--- config.mk ---
export PLATFORM = sky130hd
export DESIGN_NAME = rc_pulse_width_capture_flat
export DESIGN_NICKNAME = d
export VERILOG_FILES = /design/src/rcpwc_pkg.sv /design/src/rcpwc_in_if.sv /design/src/rcpwc_out_if.sv /design/src/rc_pulse_width_capture.sv /design/src/flat_wrapper.sv
export SDC_FILE = /design/constraint.sdc
export NUM_CORES = 1
export LEC_CHECK = 0
export BUFFER_PORTS_ARGS = -buffer_cell sky130_fd_sc_hd__buf_2
export CORE_MARGIN = 3
export CORE_UTILIZATION = 55
export DETAILED_ROUTE_END_ITERATION = 10
export GPL_TIMING_DRIVEN = 0
export PLACE_DENSITY = 0.8
export SYNTH_ARGS = -nofsm -noshare
export SYNTH_HDL_FRONTEND = slang
export SYNTH_SLANG_ARGS = --single-unit
--- constraint.sdc ---
create_clock -name clk_i -period 7.8 [get_ports clk_i]
set_input_delay 0.39 -clock clk_i [delete_from_list [all_inputs] [get_ports clk_i]]
set_output_delay 0.39 -clock clk_i [all_outputs]
set_load 0.01 [all_outputs]
--- src/rcpwc_pkg.sv ---
package rcpwc_pkg;

  localparam int unsigned CHANNELS   = 6;
  localparam int unsigned TIMER_BITS = 16;
  localparam int unsigned CFG_W      = 16;
  localparam int unsigned CFG_IDX_W  = 1;

  localparam logic [CFG_W-1:0] PULSE_MIN_RST = CFG_W'(1000);
  localparam logic [CFG_W-1:0] PULSE_MAX_RST = CFG_W'(2000);

  typedef enum logic [0:0] {
    OP_EDGE = 1'b0,
    OP_READ = 1'b1
  } opcode_e;

  typedef enum logic [CFG_IDX_W-1:0] {
    REG_PULSE_MIN = 1'b0,
    REG_PULSE_MAX = 1'b1
  } cfg_reg_e;

  typedef logic [TIMER_BITS-1:0] stamp_t;
  typedef logic [CHANNELS-1:0]   chan_mask_t;

  typedef struct packed {
    logic       opcode;
    stamp_t     timestamp;
    chan_mask_t pin_levels;
    chan_mask_t edge_mask;
  } in_item_t;

  typedef struct packed {
    stamp_t [CHANNELS-1:0] width;
    chan_mask_t            updated_mask;
  } out_item_t;

  // Clamp to [lo, hi], then subtract lo; anything left below lo reads as zero.
  function automatic stamp_t clamp_offset(stamp_t w, logic [CFG_W-1:0] lo,
                                          logic [CFG_W-1:0] hi);
    stamp_t v;
    if (w < lo) begin
      v = lo;
    end else if (w > hi) begin
      v = hi;
    end else begin
      v = w;
    end
    if (v < lo) begin
      return '0;
    end
    return stamp_t'(v - lo);
  endfunction

endpackage

--- src/rcpwc_in_if.sv ---
interface rcpwc_in_if import rcpwc_pkg::*; ();
  logic       valid;
  logic       ready;
  logic       opcode;
  stamp_t     timestamp;
  chan_mask_t pin_levels;
  chan_mask_t edge_mask;

  modport source (output valid, output opcode, output timestamp, output pin_levels,
                  output edge_mask, input ready);
  modport sink   (input valid, input opcode, input timestamp, input pin_levels,
                  input edge_mask, output ready);
endinterface

--- src/rcpwc_out_if.sv ---
interface rcpwc_out_if import rcpwc_pkg::*; ();
  logic       valid;
  logic       ready;
  stamp_t     chan0_width;
  stamp_t     chan1_width;
  stamp_t     chan2_width;
  stamp_t     chan3_width;
  stamp_t     chan4_width;
  stamp_t     chan5_width;
  chan_mask_t updated_mask;

  modport source (output valid, output chan0_width, output chan1_width,
                  output chan2_width, output chan3_width, output chan4_width,
                  output chan5_width, output updated_mask, input ready);
  modport sink   (input valid, input chan0_width, input chan1_width,
                  input chan2_width, input chan3_width, input chan4_width,
                  input chan5_width, input updated_mask, output ready);
endinterface

--- src/rc_pulse_width_capture.sv ---
// Channel  Dir  Handshake          Payload
// in_i     in   valid/ready        opcode, timestamp, pin_levels, edge_mask
// out_o    out  valid/ready        chan0..chan5_width, updated_mask
// cfg      in   cfg_we_i (no wait) cfg_idx_i, cfg_data_i
//
// One item per cycle unless a read stalls: each item sits in the input register,
// where the channel state updates or a read result forms; a read result loads the
// output register once that register is free, and out_o.valid then rises.
// Reset clears starts, widths and update flags, and loads pulse_min/pulse_max.
// A read held by a stalled output blocks the input register; edge items never wait.
module rc_pulse_width_capture import rcpwc_pkg::*; (
  input  logic                 clk_i,
  input  logic                 rst_ni,
  rcpwc_in_if.sink             in_i,
  rcpwc_out_if.source          out_o,
  input  logic                 cfg_we_i,
  input  logic [CFG_IDX_W-1:0] cfg_idx_i,
  input  logic [CFG_W-1:0]     cfg_data_i
);

  logic [CFG_W-1:0] pulse_min_q, pulse_max_q;

  logic       s1_valid_q;
  in_item_t   s1_q;
  logic       out_valid_q;
  out_item_t  out_q, out_d;

  stamp_t [CHANNELS-1:0] start_q, start_d;
  stamp_t [CHANNELS-1:0] width_q, width_d;
  chan_mask_t            flags_q, flags_d;

  logic out_free, s1_is_read, edge_done, read_done, s1_done, in_fire;

  assign out_free   = !out_valid_q || out_o.ready;
  assign s1_is_read = (s1_q.opcode == OP_READ);
  assign edge_done  = s1_valid_q && !s1_is_read;
  assign read_done  = s1_valid_q && s1_is_read && out_free;
  assign s1_done    = edge_done || read_done;
  assign in_i.ready = !s1_valid_q || s1_done;
  assign in_fire    = in_i.valid && in_i.ready;

  // configuration
  always_ff @(posedge clk_i or negedge rst_ni) begin
    if (!rst_ni) begin
      pulse_min_q <= PULSE_MIN_RST;
      pulse_max_q <= PULSE_MAX_RST;
    end else if (cfg_we_i) begin
      case (cfg_idx_i)
        REG_PULSE_MIN: pulse_min_q <= cfg_data_i;
        REG_PULSE_MAX: pulse_max_q <= cfg_data_i;
        default: ;
      endcase
    end
  end

  // input register
  always_ff @(posedge clk_i or negedge rst_ni) begin
    if (!rst_ni) begin
      s1_valid_q <= 1'b0;
    end else if (in_i.ready) begin
      s1_valid_q <= in_i.valid;
    end
  end

  always_ff @(posedge clk_i) begin
    if (in_fire) begin
      s1_q.opcode     <= in_i.opcode;
      s1_q.timestamp  <= in_i.timestamp;
      s1_q.pin_levels <= in_i.pin_levels;
      s1_q.edge_mask  <= in_i.edge_mask;
    end
  end

  // channel state update
  always_comb begin
    start_d = start_q;
    width_d = width_q;
    flags_d = flags_q;
    if (edge_done) begin
      for (int i = 0; i < CHANNELS; i++) begin
        if (s1_q.edge_mask[i]) begin
          if (s1_q.pin_levels[i]) begin
            start_d[i] = s1_q.timestamp;
          end else if (s1_q.timestamp > start_q[i]) begin
            width_d[i] = stamp_t'(s1_q.timestamp - start_q[i]);
          end
        end
      end
      flags_d = flags_q | s1_q.edge_mask;
    end else if (read_done) begin
      flags_d = '0;
    end
  end

  always_ff @(posedge clk_i or negedge rst_ni) begin
    if (!rst_ni) begin
      start_q <= '0;
      width_q <= '0;
      flags_q <= '0;
    end else begin
      start_q <= start_d;
      width_q <= width_d;
      flags_q <= flags_d;
    end
  end

  // read result
  always_comb begin
    for (int i = 0; i < CHANNELS; i++) begin
      out_d.width[i] = clamp_offset(width_q[i], pulse_min_q, pulse_max_q);
    end
    out_d.updated_mask = flags_q;
  end

  always_ff @(posedge clk_i or negedge rst_ni) begin
    if (!rst_ni) begin
      out_valid_q <= 1'b0;
    end else if (out_free) begin
      out_valid_q <= read_done;
    end
  end

  always_ff @(posedge clk_i) begin
    if (read_done) begin
      out_q <= out_d;
    end
  end

  assign out_o.valid        = out_valid_q;
  assign out_o.chan0_width  = out_q.width[0];
  assign out_o.chan1_width  = out_q.width[1];
  assign out_o.chan2_width  = out_q.width[2];
  assign out_o.chan3_width  = out_q.width[3];
  assign out_o.chan4_width  = out_q.width[4];
  assign out_o.chan5_width  = out_q.width[5];
  assign out_o.updated_mask = out_q.updated_mask;

  a_read_gives_result: assert property (@(posedge clk_i) disable iff (!rst_ni)
    read_done |=> out_valid_q)
    else $error("read item did not produce a result");

  a_read_mask: assert property (@(posedge clk_i) disable iff (!rst_ni)
    read_done |=> (out_q.updated_mask == $past(flags_q)) && (flags_q == '0))
    else $error("read result mask wrong or flags not cleared");

  a_edge_sets_flags: assert property (@(posedge clk_i) disable iff (!rst_ni)
    edge_done |=> (($past(s1_q.edge_mask) & ~flags_q) == '0))
    else $error("edge item did not set its update flags");

  a_empty_ready: assert property (@(posedge clk_i) disable iff (!rst_ni)
    !s1_valid_q |-> in_i.ready)
    else $error("input stalled while input register empty");

endmodule
--- src/flat_wrapper.sv ---
// flat-port wrapper written by rule: the top's interface ports become plain ports
module rc_pulse_width_capture_flat import rcpwc_pkg::*;
  (clk_i, rst_ni, cfg_we_i, cfg_idx_i, cfg_data_i, in_i_valid, in_i_opcode, in_i_timestamp, in_i_pin_levels, in_i_edge_mask, in_i_ready, out_o_valid, out_o_chan0_width, out_o_chan1_width, out_o_chan2_width, out_o_chan3_width, out_o_chan4_width, out_o_chan5_width, out_o_updated_mask, out_o_ready);
  rcpwc_in_if in_i_i ();
  rcpwc_out_if out_o_i ();
  input  logic clk_i;
  input  logic rst_ni;
  input  logic cfg_we_i;
  input  logic [CFG_IDX_W-1:0] cfg_idx_i;
  input  logic [CFG_W-1:0] cfg_data_i;
  input wire logic [$bits(in_i_i.valid)-1:0] in_i_valid;
  input wire logic [$bits(in_i_i.opcode)-1:0] in_i_opcode;
  input wire logic [$bits(in_i_i.timestamp)-1:0] in_i_timestamp;
  input wire logic [$bits(in_i_i.pin_levels)-1:0] in_i_pin_levels;
  input wire logic [$bits(in_i_i.edge_mask)-1:0] in_i_edge_mask;
  output wire logic [$bits(in_i_i.ready)-1:0] in_i_ready;
  output wire logic [$bits(out_o_i.valid)-1:0] out_o_valid;
  output wire logic [$bits(out_o_i.chan0_width)-1:0] out_o_chan0_width;
  output wire logic [$bits(out_o_i.chan1_width)-1:0] out_o_chan1_width;
  output wire logic [$bits(out_o_i.chan2_width)-1:0] out_o_chan2_width;
  output wire logic [$bits(out_o_i.chan3_width)-1:0] out_o_chan3_width;
  output wire logic [$bits(out_o_i.chan4_width)-1:0] out_o_chan4_width;
  output wire logic [$bits(out_o_i.chan5_width)-1:0] out_o_chan5_width;
  output wire logic [$bits(out_o_i.updated_mask)-1:0] out_o_updated_mask;
  input wire logic [$bits(out_o_i.ready)-1:0] out_o_ready;
  assign in_i_i.valid = in_i_valid;
  assign in_i_i.opcode = in_i_opcode;
  assign in_i_i.timestamp = in_i_timestamp;
  assign in_i_i.pin_levels = in_i_pin_levels;
  assign in_i_i.edge_mask = in_i_edge_mask;
  assign in_i_ready = in_i_i.ready;
  assign out_o_valid = out_o_i.valid;
  assign out_o_chan0_width = out_o_i.chan0_width;
  assign out_o_chan1_width = out_o_i.chan1_width;
  assign out_o_chan2_width = out_o_i.chan2_width;
  assign out_o_chan3_width = out_o_i.chan3_width;
  assign out_o_chan4_width = out_o_i.chan4_width;
  assign out_o_chan5_width = out_o_i.chan5_width;
  assign out_o_updated_mask = out_o_i.updated_mask;
  assign out_o_i.ready = out_o_ready;
  rc_pulse_width_capture u_core (.clk_i(clk_i), .rst_ni(rst_ni), .in_i(in_i_i), .out_o(out_o_i), .cfg_we_i(cfg_we_i), .cfg_idx_i(cfg_idx_i), .cfg_data_i(cfg_data_i));
endmodule
-- Yosys cells after proc, flatten, opt, wreduce, memory -nomap -nowiden
Cells that the tools add are included.
- add/sub/neg operators: 12
- magnitude comparators: 24
- mux-type cells: 32
- bitwise logic cells: 8
- reduce and logical (&&, ||, !) cells: 25
- operator list (kind ; number):
    two-way mux 16 bit ; 24
    greater-than comparator 16 bit ; 12
    < comparator 16 bit ; 12
    subtractor 16 bit ; 12
    AND reduction 4 bit ; 6
    AND reduction 3 bit ; 6
    two-way mux 6 bit ; 2
    NOT 1 bit ; 7
    two-way mux 1 bit ; 6
    OR 6 bit ; 1
    logical AND 1 bit ; 4
    AND reduction 2 bit ; 2
    zero test 1 bit ; 3
    logical OR 1 bit ; 3
    nonzero test 2 bit ; 1
- flip-flop bits (word level): 363
- bits of input ports: 51
- output and inout port bits: 104
- logic and storage cells: 129

-- Logic depth before layout (Yosys ltp)
- depth in word-level cells: 6
- depth in mapped cells: 23
- gate-level depth less buffers: 20

-- Least setup slack after synthesis
No wires, ideal clock.
- path kind: register -> register
- start point: reg u_core.out_valid_q (netlist: u_core.out_o.valid)
- end point: reg u_core.out_q, in the netlist u_core.out_o.chan0_width[0] (enable)
- setup time: 0.573 ns
- data arrival time: 4.985 ns
- data required time: 7.227 ns
- path slack: 2.242 ns
- stages on the path, launching flop included: 3
- path buffers: 0
- clock period less this slack: 5.558 ns
- cells stage by stage: dfrtp_1 -> nor2b_1 -> nor2_1
- longest elaborated chain between the ends: 3
- RTL lines (item ; line ; RTL):
    start, declared ; rc_pulse_width_capture.sv:25 ; logic out_valid_q;
    start signal, assigned ; rc_pulse_width_capture.sv:119 ; out_valid_q <= read_done;
    zero test 1 bit ; rc_pulse_width_capture.sv:34 ; assign out_free = !out_valid_q || out_o.ready;
    logical OR 1 bit ; rc_pulse_width_capture.sv:34 ;
    logical AND 1 bit ; rc_pulse_width_capture.sv:37 ; assign read_done = s1_valid_q && s1_is_read && out_free;
    via u_core.read_done ; rc_pulse_width_capture.sv:32 ; logic out_free, s1_is_read, edge_done, read_done, s1_done, in_fire;
    end signal, assigned ; rc_pulse_width_capture.sv:125 ; out_q <= out_d;
    end, declared ; rc_pulse_width_capture.sv:26 ; out_item_t out_q, out_d;
The timed path passes the listed nets, and every way through them passes these cells.
A chain may end at the register's enable or synchronous reset.

-- Final worst setup path
- start point: reg u_core.pulse_min_q[1]
- end point: reg u_core.out_q, in the netlist u_core.out_o.chan5_width[2] (data pin)
- longest elaborated chain between the ends: 5
- elaborated cells on any way between the ends: 6
- those cells by class: add/sub (1); order compare (2); mux (3)
- RTL lines (item ; line ; RTL):
    start, declared ; rc_pulse_width_capture.sv:21 ; logic [CFG_W-1:0] pulse_min_q, pulse_max_q;
    start signal, assigned ; rc_pulse_width_capture.sv:49 ; REG_PULSE_MIN: pulse_min_q <= cfg_data_i;
    < comparator 16 bit ; rcpwc_pkg.sv:40 ; if (w < lo) begin
    two-way mux 16 bit ; rcpwc_pkg.sv:40 ;
    < comparator 16 bit ; rcpwc_pkg.sv:47 ; if (v < lo) begin
    two-way mux 1 bit ; rcpwc_pkg.sv:47 ;
    two-way mux 16 bit (*) ; rcpwc_pkg.sv:50 ; return stamp_t'(v - lo);
Every way passes the cells marked *; elsewhere a longest branch is shown, timed or not.

==> run summary <==
### Synthesis
* 131 — EDFF count, synth
* dfrtp_1 20%, ha_1 17%, edfxtp_1 14% — top post-synthesis cells by area
* 35.3% — register area share after synthesis
* 0.0277 mm^2 — cell area after synthesis
* 9.90 um^2 — syn avg cell area
* 363 — post-synthesis register bit count
* dfrtp_1 — Post-synth top flop
* 19.9% — area share of the leading cell type in the synthesized netlist
* 3,235 — post-synthesis net count
* 63.9% — share of async-settable or async-resettable flops after synthesis
* dfrtp_1 — largest area contributor in the netlist
* 378 x ha_1, 246 x nor2_1, 220 x dfrtp_1 — ranking of synthesized cells by instance count
* 2,794 — Post-Syn Instances
* 79 — count of distinct cell types in the synthesized netlist
* 0 — Yosys Warn Count
* ha_1 — most numerous cell in the Yosys netlist

### Timing
* no — setup repair after global routing missed its margin
* 0 ns — final sum of negative setup slack
* 0.0854 ns — Fin Hold WS
* 153 MHz — upper clock frequency limit
* 0 — Final setup viols
* 6.52 ns — post-route minimum period
* 0 — endpoints failing hold
* 0 — number of max-slew violations in the final report
* 1.06 ns — transition time at the pin with the least slew margin
* 29.1% — worst-case headroom to the max-slew limit
* 0.0176 ns — setup clock skew after layout
* 83.7% — Tcrit/Tclk final

### GRT
* 30.6% — GRT Resource Usage Total
* 0 — overflow left after global routing
* 127,000 um — wire length of the first global-routing pass
* 22,378 — via count of the first global-routing pass
* 124 — largest net degree at the start of global routing
* 0 — number of antenna violations at the first check in global routing

### Routing
* 82,500 um — wire length reported by the detailed router
* 22.1 um — WL per Instance
* 2,065 — iteration-0 DRC count of the detailed router
* 5 — first drt pass iteration count
* 0 — detailed-route DRC error count
* 22,811 — total via count after detailed routing
* 6.12 — Vias per Instance
* 0 — number of antenna-violating nets in the routed design

### Final layout
* 63.2% — post-route core utilization
* 0.0311 mm^2 — final design instance area without fill
* 3,468 — Net count, final
* 0.00975 mm^2 — Register Area
* 12.5% — post-synthesis to final-layout area growth
* 4,024 — fillers
* 14.3% — share of layout cells above drive strength 1
* 0 — count of inserted antenna diode cells
* 0.0170 mm^2 — area of combinational cells with multiple inputs

### Clocking
* 42 — number of clock buffers inserted by TritonCTS
* yes — TritonCTS clock tree
* 0 — Post-CTS Setup Inserts
* 363 — TritonCTS sink count
* 0.06 ns — post-CTS clock slew at the launch and capture registers of the worst setup and hold paths
* 2 — H-tree Lvls
* 3 — maximum buffer depth of the clock tree
* 0 — Resized Gates After CTS
* 0.58 ns — clock latency on the worst-skew pair
* clkbuf_16 — clk root buf
* 31 — post-cts hold buffer count

### Setup path
* flop — startpoint types
* u_core.out_o.chan5_width[2] — endpoint of the worst setup timing path
* flop — kind of end point of the critical path
* 8.11 ns — required time reported for the critical path endpoint
* 6.83 ns — CP Data Arrival Time
* u_core.out_o.chan5_width[2] — capturing point of the worst reg2reg path
* u_core.pulse_min_q[1] — startpoint of the worst register-to-register path
* 14 — crit path max fanout
* 20 — cells on worst reg2reg path
* 1.28 ns — worst reg-to-reg setup slack
* reg -> reg — critical setup path kind
* u_core.pulse_min_q[1] — startpoint of the worst setup timing path

### Pwr
* 7950 uW — Pint
* 14,700 uW — power consumption
* 473 mW/mm^2 — total power divided by cell area
* 62.1% — combinational group share of total power
* 6770 uW — P_sw
* 24.0% — proportion of power drawn by flip-flops and latches
* 0.206 mV — maximum resistive drop on vdd
* 13.9% — fraction of power consumed by the clock network
* 46.0% — switching power share of the total
* 0.0146 uW — leakage power of the design

### Floorplan
* 81 — number of cell rows
* 155 — I/O pin total
* 230 um — Die Y
* 0.0493 mm^2 — Core ar.
* 0.0530 mm^2 — die area
* 230 um — horizontal die dimension
* 56.1% — initial cell density of the core

### Place
* 61,800 um — detailed-placement wirelength estimate
* 0.0294 mm^2 — instance area after placement
* 0.993 — RD Place Congestion
* 154 — quantity of I/O buffers inserted on ports

### Min path
* in -> reg — Tightest Hold Check Type

### Outcome
* completed — result of the run

### Job
* 0 — max-capacitance violation count

[per-layer routing]
| metal | share of wire, % | vias to the layer above | track usage (%) |
|---|---|---|---|
| met5 | 0 | - | 0 |
| met4 | 4.8 | 0 | 13.4 |
| met3 | 7.4 | 253 | 4.27 |
| met2 | 44 | 987 | 48.4 |
| met1 | 44 | 10814 | 42.1 |
| li1 | - | 10757 | - |
[cells by family (layout without fill, tap and decap cells)]
logic type,count (synthesis),after routing,synth area share [%]
xor gates and xnor gates,125,125,3.96
muxes,275,275,10.9
buffers and inverters,241,508,3.45
adders and majority gates,390,390,18.0
and+or+nand+nor,675,675,11.6
DFF,363,363,35.3
AOI/OAI and AO/OA,725,725,16.9
[flip-flops by register name, indices dropped and copies added (netlist names)]
signal	flops
u_core.flags_q	6
u_core.pulse_min_q	16
u_core.out_o.chan2_width	16
u_core.out_o.chan5_width	16
u_core.out_o.chan0_width	16
u_core.pulse_max_q	16
u_core.start_q	96
u_core.out_o.updated_mask	6
u_core.s1_is_read	1
u_core.width_q	96
u_core.s1_valid_q	1
u_core.out_o.chan4_width	16
u_core.out_o.valid	1
u_core.s1_q	28
u_core.out_o.chan1_width	16
u_core.out_o.chan3_width	16
[critical path, stage by stage, from the launching register on]
cell and delay, ns:
dfrtp_1 0.90, inv_1 0.70, ha_1 0.51, a21o_1 0.11, a211oi_1 0.07, o31ai_1 0.30, a221oi_1 0.11, o21ai_1 0.29
clkbuf_1 0.41, o211ai_1 0.19, o21ai_0 0.13, ha_1 0.22, fa_1 0.21, nand2b_1 0.13, a21oi_1 0.08, a211oi_1 0.36
a21oi_1 0.21, a221oi_1 0.54, o31a_1 0.33, clkbuf_1 0.34, nor2_1 0.10
[cell type report]
cell class                      instances  area share, %
Tap cell                              664           2.67
Multi-Input combinational cell       2190           54.5
Buffer                                 72           1.03
Clock inverter                         23          0.877
Sequential cell                       363           31.4
Clock buffer                           55           3.76
Timing Repair Buffer                  189           3.79
Inverter                              169           2.04
[cell usage in the layout, fill, tap and decap left out, types with 57 or more instances in the layout]
cell type  synthesis  final
ha_1             378    378
nor2_1           246    245
dfrtp_1          220    220
a21oi_1          194    194
inv_1            169    169
buf_2              9    162
o21ai_0          160    160
mux2_2           153    153
nand2_1          147    147
a21o_1           132    132
edfxtp_1         131    131
mux2i_1          100    100
xnor2_1           65     65
clkbuf_1          56     63
xor2_1            60     60
o21a_1            57     57
[power groups by stage]
stage	Sequential, uW	Clock, uW	Combinational (uW)
after floorplan	3330	0	6710
after global placement	3520	0	8530
after detailed placement	3540	0	8890
after CTS	3510	2080	8970
after global routing	3580	2160	10100
final	3540	2050	9140
[per-stage QoR]
step                instances  setup WS (ns)
floorplan                2794           2.24
global placement         3612          0.237
detailed placement       3616           1.40
CTS                      3725           1.38
global route             3725          0.847
finish                   3725           1.28
[worst min-delay path by stage]
stage,start,slack (ns),depth (start not counted),end
floorplan,rst_ni,0.09,0,u_core.flags_q[0]
global placement,u_core.flags_q[2],0.44,0,u_core.out_o.updated_mask[2]
detailed placement,u_core.flags_q[0],0.44,0,u_core.out_o.updated_mask[0]
CTS,cfg_data_i[14],0.05,3,u_core.pulse_min_q[14]
global route,cfg_data_i[14],0.08,3,u_core.pulse_min_q[14]
finish,cfg_data_i[3],0.09,3,u_core.pulse_min_q[3]
Power figures use the tool's default switching activity.
